--- src/hw/rtl/ils_pkg.sv ---
// Shared types and codes for the indexed list store.
// Holds the command beat, the response beat and the per-cell control group.
// No dependencies.
`default_nettype none

package ils_pkg;

   localparam int DATA_W   = 32;
   localparam int CMD_W    = 3;
   localparam int INDEX_W  = 7;
   localparam int STATUS_W = 2;
   localparam int COUNT_W  = 7;

   // Command codes; codes five to seven are unused and rejected as out of range.
   localparam logic [CMD_W-1:0] CMD_READ   = 3'd0;
   localparam logic [CMD_W-1:0] CMD_HEAD   = 3'd1;
   localparam logic [CMD_W-1:0] CMD_TAIL   = 3'd2;
   localparam logic [CMD_W-1:0] CMD_AT     = 3'd3;
   localparam logic [CMD_W-1:0] CMD_DELETE = 3'd4;

   localparam logic [STATUS_W-1:0] ST_DONE  = 2'd0;
   localparam logic [STATUS_W-1:0] ST_RANGE = 2'd1;
   localparam logic [STATUS_W-1:0] ST_FULL  = 2'd2;

   typedef struct packed {
      logic [CMD_W-1:0]          cmd;
      logic [INDEX_W-1:0]        index;
      logic signed [DATA_W-1:0]  value;
   } req_type;

   typedef struct packed {
      logic signed [DATA_W-1:0]  read_value;
      logic                      hit;
      logic [STATUS_W-1:0]       status;
      logic [COUNT_W-1:0]        count;
   } rsp_type;

   // Broadcast to every cell of the row in the cycle a command is taken.
   typedef struct packed {
      logic ins;
      logic del;
      logic rd;
   } cell_ctrl_type;

endpackage

`default_nettype wire

--- src/hw/rtl/ils_cell.sv ---
// One storage cell of the list row: holds one element and its read pick.
// Depends on ils_pkg.
`default_nettype none

module ils_cell #(
   parameter int PW       = 7,
   parameter int CELL_POS = 0
) (
   input  wire logic                        clock,
   input  wire ils_pkg::cell_ctrl_type      ctrl,
   input  wire logic [PW-1:0]               pos,
   input  wire logic [ils_pkg::DATA_W-1:0]  value,
   input  wire logic [ils_pkg::DATA_W-1:0]  left_data,
   input  wire logic [ils_pkg::DATA_W-1:0]  right_data,
   output logic      [ils_pkg::DATA_W-1:0]  data,
   output logic      [ils_pkg::DATA_W-1:0]  pick
);
   import ils_pkg::*;

   localparam logic [PW-1:0] MY_POS = PW'(CELL_POS);

   logic [DATA_W-1:0] data_ff, data_in;
   logic [DATA_W-1:0] pick_ff, pick_in;

   always_comb begin
      data_in = data_ff;
      if (ctrl.ins) begin
         if (MY_POS == pos) begin
            data_in = value;
         end else if (MY_POS > pos) begin
            data_in = left_data;
         end
      end else if (ctrl.del) begin
         if (MY_POS >= pos) begin
            data_in = right_data;
         end
      end
      // Only the addressed cell puts its value on the gather tree.
      pick_in = (ctrl.rd && (MY_POS == pos)) ? data_ff : '0;
   end

   always_ff @(posedge clock) begin
      data_ff <= data_in;
      pick_ff <= pick_in;
   end

   assign data = data_ff;
   assign pick = pick_ff;

endmodule

`default_nettype wire

--- config.mk ---
export PLATFORM = sky130hd
export DESIGN_NAME = ils_cell
export DESIGN_NICKNAME = d
export VERILOG_FILES = /design/src/hw/rtl/ils_pkg.sv /design/src/hw/rtl/ils_cell.sv
export SDC_FILE = /design/constraint.sdc
export NUM_CORES = 1
export LEC_CHECK = 0
export BUFFER_PORTS_ARGS = -buffer_cell sky130_fd_sc_hd__clkbuf_2
export CELL_PAD_IN_SITES_DETAIL_PLACEMENT = 2
export CELL_PAD_IN_SITES_GLOBAL_PLACEMENT = 2
export CORE_UTILIZATION = 23
export DETAILED_ROUTE_END_ITERATION = 8
export GPL_ROUTABILITY_DRIVEN = 0
export PLACE_DENSITY_LB_ADDON = 0.1
export SLEW_MARGIN = 20
export SYNTH_ARGS = -nofsm -noshare
export SYNTH_HDL_FRONTEND = slang
export SYNTH_SLANG_ARGS = --single-unit
--- constraint.sdc ---
create_clock -name clock -period 3.3 [get_ports clock]
set_input_delay 0.495 -clock clock [delete_from_list [all_inputs] [get_ports clock]]
set_output_delay 0.495 -clock clock [all_outputs]
set_load 0.005 [all_outputs]
Yosys cells after proc, flatten, opt, wreduce, memory -nomap -nowiden
Index checks and enable logic that the tools add are counted.
Cells by class
  reduce and logical (&&, ||, !) cells: 5
  eq/ne operators: 1
  order comparisons: 2
  multiplexer cells: 5
Operators by type and width (number)
  $mux 32: 5
  $ge 1x7->1 const A: 1
  $gt 1x7->1 const A: 1
  $logic_not 7->1: 1
  $reduce_bool 2->1: 2
  $ne 3x1->1 const B: 1
  $reduce_and 3->1: 1
  $logic_and 1x1->1: 1
Word-level totals
  word-level logic and storage cells: 15
  input port bits: 107
  register bits: 64
  output and inout port bits: 64

Depth between registers and ports, before layout
  depth in word-level cells: 4
  gate-level depth with buffers: 6

Worst setup path before layout
Ideal clock, no wire load.
  kind: input to register
  from: in pos[4]
  to: reg data_ff[0] (netlist: data[0]) (enable)
  slack: 0.597 ns
  stages on the path: 6
  path buffers: 3
  arrival: 2.312 ns
  path through: or4_1 buf_2 nor2_4 buf_6 buf_6 o21a_1
Between the ends
  word-level cells in the longest chain between the ends: 3
Ends and longest elaborated chain
  start: declaration: line ils_cell.sv:11  | input wire logic [PW-1:0] pos,
  $gt 1x7->1, or another cell as far along: line ils_cell.sv:30  | end else if (MY_POS > pos) begin
  $ne 3x1->1 (no source line) or $reduce_bool 2->1 (tied branches)
  $reduce_and 3->1 (no source line) (*)
  end signal: assignment: line ils_cell.sv:43  | data_ff <= data_in;
  end: declaration: line ils_cell.sv:22  | logic [DATA_W-1:0] data_ff, data_in;
Every way passes the cells marked *; elsewhere a longest branch is shown, timed or not.
A chain may end at the register's enable or synchronous reset.

Worst setup path after layout
  from: in pos[3]
  to: reg data_ff[14] (netlist: data[14]) (enable)
The elaborated chain is that of the path after synthesis.

==> impl_metrics.yaml <==
route:
  antenna_left: 0
  drc_errors: 0
  wl_per_cell_um: 17.6
  drt_pass1_iterations: 6
  vias: 2647
  drt-vias-per-instance: 4.67
  wirelength_um: 9950
  drt_iter0_markers: 71
cells_and_area:
  final_cell_mix: "clkbuf_2, and3_1, edfxtp_1, dfxtp_1"
  n_antenna_cell: 0
  final_util_pct: 34.6
  stdcell_count: 567
  final_cell_area_mm2: 0.00395
  final_common_cell: "clkbuf_2"
  num-nets-final: 526
  fillCellCount: 1279
  syn_to_final_growth_pct: 46.7
  drive_above_1_share_pct: 46.0
clocking:
  cts_buffers: 9
  clk_pin_slew_ns: 0.06
  post-cts-setup-buffers: 0
  clock-sinks: 64
  root_buffer: "clkbuf_16"
  ctsHoldBuffers: 0
  clock_latency_ns: 0.33
  cts_max_path_buffers: 2
  ctsResizeCount: 0
  tritoncts: "yes"
  cts-htree-levels: 3
sta:
  min_period_over_period_pct: 65.5
  holdWs_ns: 0.477
  period_minus_slack_ns: 2.16
  fin_tns_setup_ns: 0
  worst_pin_slew_ns: 0.688
  hold_viol_final: 0
  maxSlewHeadroom_pct: 54.1
  setup_ws_ns: 1.14
  setup_viol: 0
  slew_viol_final: 0
  fmax_ghz: 0.463
  fin_skew_ns: 0.00605
  grt_setup_unrepaired: "false"
pwr:
  cellPowerDensity_mw_per_mm2: 491
  finalPower_mw: 1.94
  ir_worst_vdd_mv: 0.212
  power.leakage_nw: 1.89
synthesis:
  syn_area_mm2: 0.00269
  synth_area_leaders: "edfxtp_1, dfxtp_1, and3_1"
  synthSimpleGateAreaFrac_pct: 19.7
  yosys_warnings: 0
  synth_seq_area_share_pct: 59.5
  synth_xor_area_share_pct: 0
  synthCells: 257
  synth.distinct_cells: 21
  synth.avg_cell_area_um2: 10.5
  synth.area.mux_share_pct: 0
  synth_top_cell_area_share_pct: 35.7
  synthAdderAreaFrac_pct: 0
  syn-num-nets: 364
  synth_seq_cells: 64
  yosys.area.top_type: "edfxtp_1"
  synth_compound_area_share_pct: 15.8
  synth_top_family_by_area: "simple AND/OR/NAND/NOR gates"
global_routing:
  antenna_found_initial: 0
  grt_use_total_pct: 17.0
  grt_pass1_vias: 2725
  grt_overflow: 0
  grt_first_pass_wirelength_um: 14900
  grt_max_degree: 47
setup_path:
  cp_cell_sequence: "clkbuf_2 > or3_1 > nor2_4 > o21a_2 > buf_4"
  path_class: "primary input to flop"
  crit_path_start_kind: "primary input"
  critPathMaxFanout: 22
  path_buf_inv: 2
  cp.arrival_ns: 2.16
  cpMaxStageDelayCell: "or3_1"
  end_kind: "flop"
  required_ns: 3.30
  crit_family: "simple AND/OR/NAND/NOR gates"
  critPathMaxStageDelay_ns: 0.67
die:
  dieArea_mm2: 0.0121
  io_pins: 171
  fp.dieW_um: 110
  start_util_pct: 23.6
  die_y_um: 110
  core_area_mm2: 0.0114
  fp-row-count: 39
outcome:
  status: "complete, no violations"
placed_design:
  dp_hpwl_um: 7320
  preCtsSetupSlack_ns: 0.741
  dp_cells: 551
  port_buffers: 170
  placed_area_mm2: 0.00365
hold_path:
  hp-class: "primary input to flop"
job:
  maxCapViolations: 0
==> layout make-up <==
class | instances | area, µm² | area share, %
timing repair buffer | 177 | 903 | 22.9
clock inverter | 2 | 11.3 | 0.285
inverter | 1 | 3.75 | 0.0950
multi-input combinational | 166 | 967 | 24.5
tap | 143 | 179 | 4.53
clock buffer | 14 | 285 | 7.22
sequential | 64 | 1600 | 40.5
==> cell families after synthesis <==
| group | Yosys count |
|---|---|
| flip-flops | 64 |
| AO/OA/AOI/OAI | 66 |
| AND/OR/NAND/NOR | 100 |
| buffers and inverters | 27 |
==> worst paths after layout <==
path | from | endpoint | slack, ns | cells past startpoint
max reg2reg | data[12]$_DFFE_PP_ | pick[12]$_SDFF_PN0_ | 2.54 | 1
max | pos[3] | data[14]$_DFFE_PP_ | 1.14 | 5
min | right_data[22] | data[22]$_DFFE_PP_ | 0.48 | 2
min reg2reg | data[17]$_DFFE_PP_ | pick[17]$_SDFF_PN0_ | 0.51 | 1
==> registers in the layout, indices dropped and copies added, names as in the netlist <==
name and cells:
data 32, pick 32
==> routing by layer <==
layer  share of wire, %  GRT usage (%)  routed length [µm]  up-vias
met5                  0              0                   0        -
met4                1.0           5.36                 103        0
met3                7.8           5.64                 779        8
met2                 47           27.1                4710      100
met1                 44           21.6                4360     1264
li1                   -              -                   -     1275
==> where the power goes <==
group          switching, mW  leakage [nW]  internal (mW)  total (mW)
logic                 0.0810          1.19         0.0800       0.161
clock network          0.341         0.148          0.595       0.936
registers            0.00145         0.547          0.841       0.842
total                  0.424          1.89           1.52        1.94
==> synth_stat cells <==
cell type / number
a21oi_1: 15
a221o_1: 14
a31oi_1: 18
and2_1: 14
and3_1: 32
buf_2: 4
buf_6: 4
clkbuf_1: 18
dfxtp_1: 32
edfxtp_1: 32
inv_1: 1
nand2_1: 14
nand3_1: 17
nor2_1: 18
nor2_4: 1
nor3_1: 1
nor4_1: 1
o21a_1: 1
o21ai_0: 18
or3_1: 1
or4_1: 1
No activity file was read; power rests on OpenSTA's default activity.
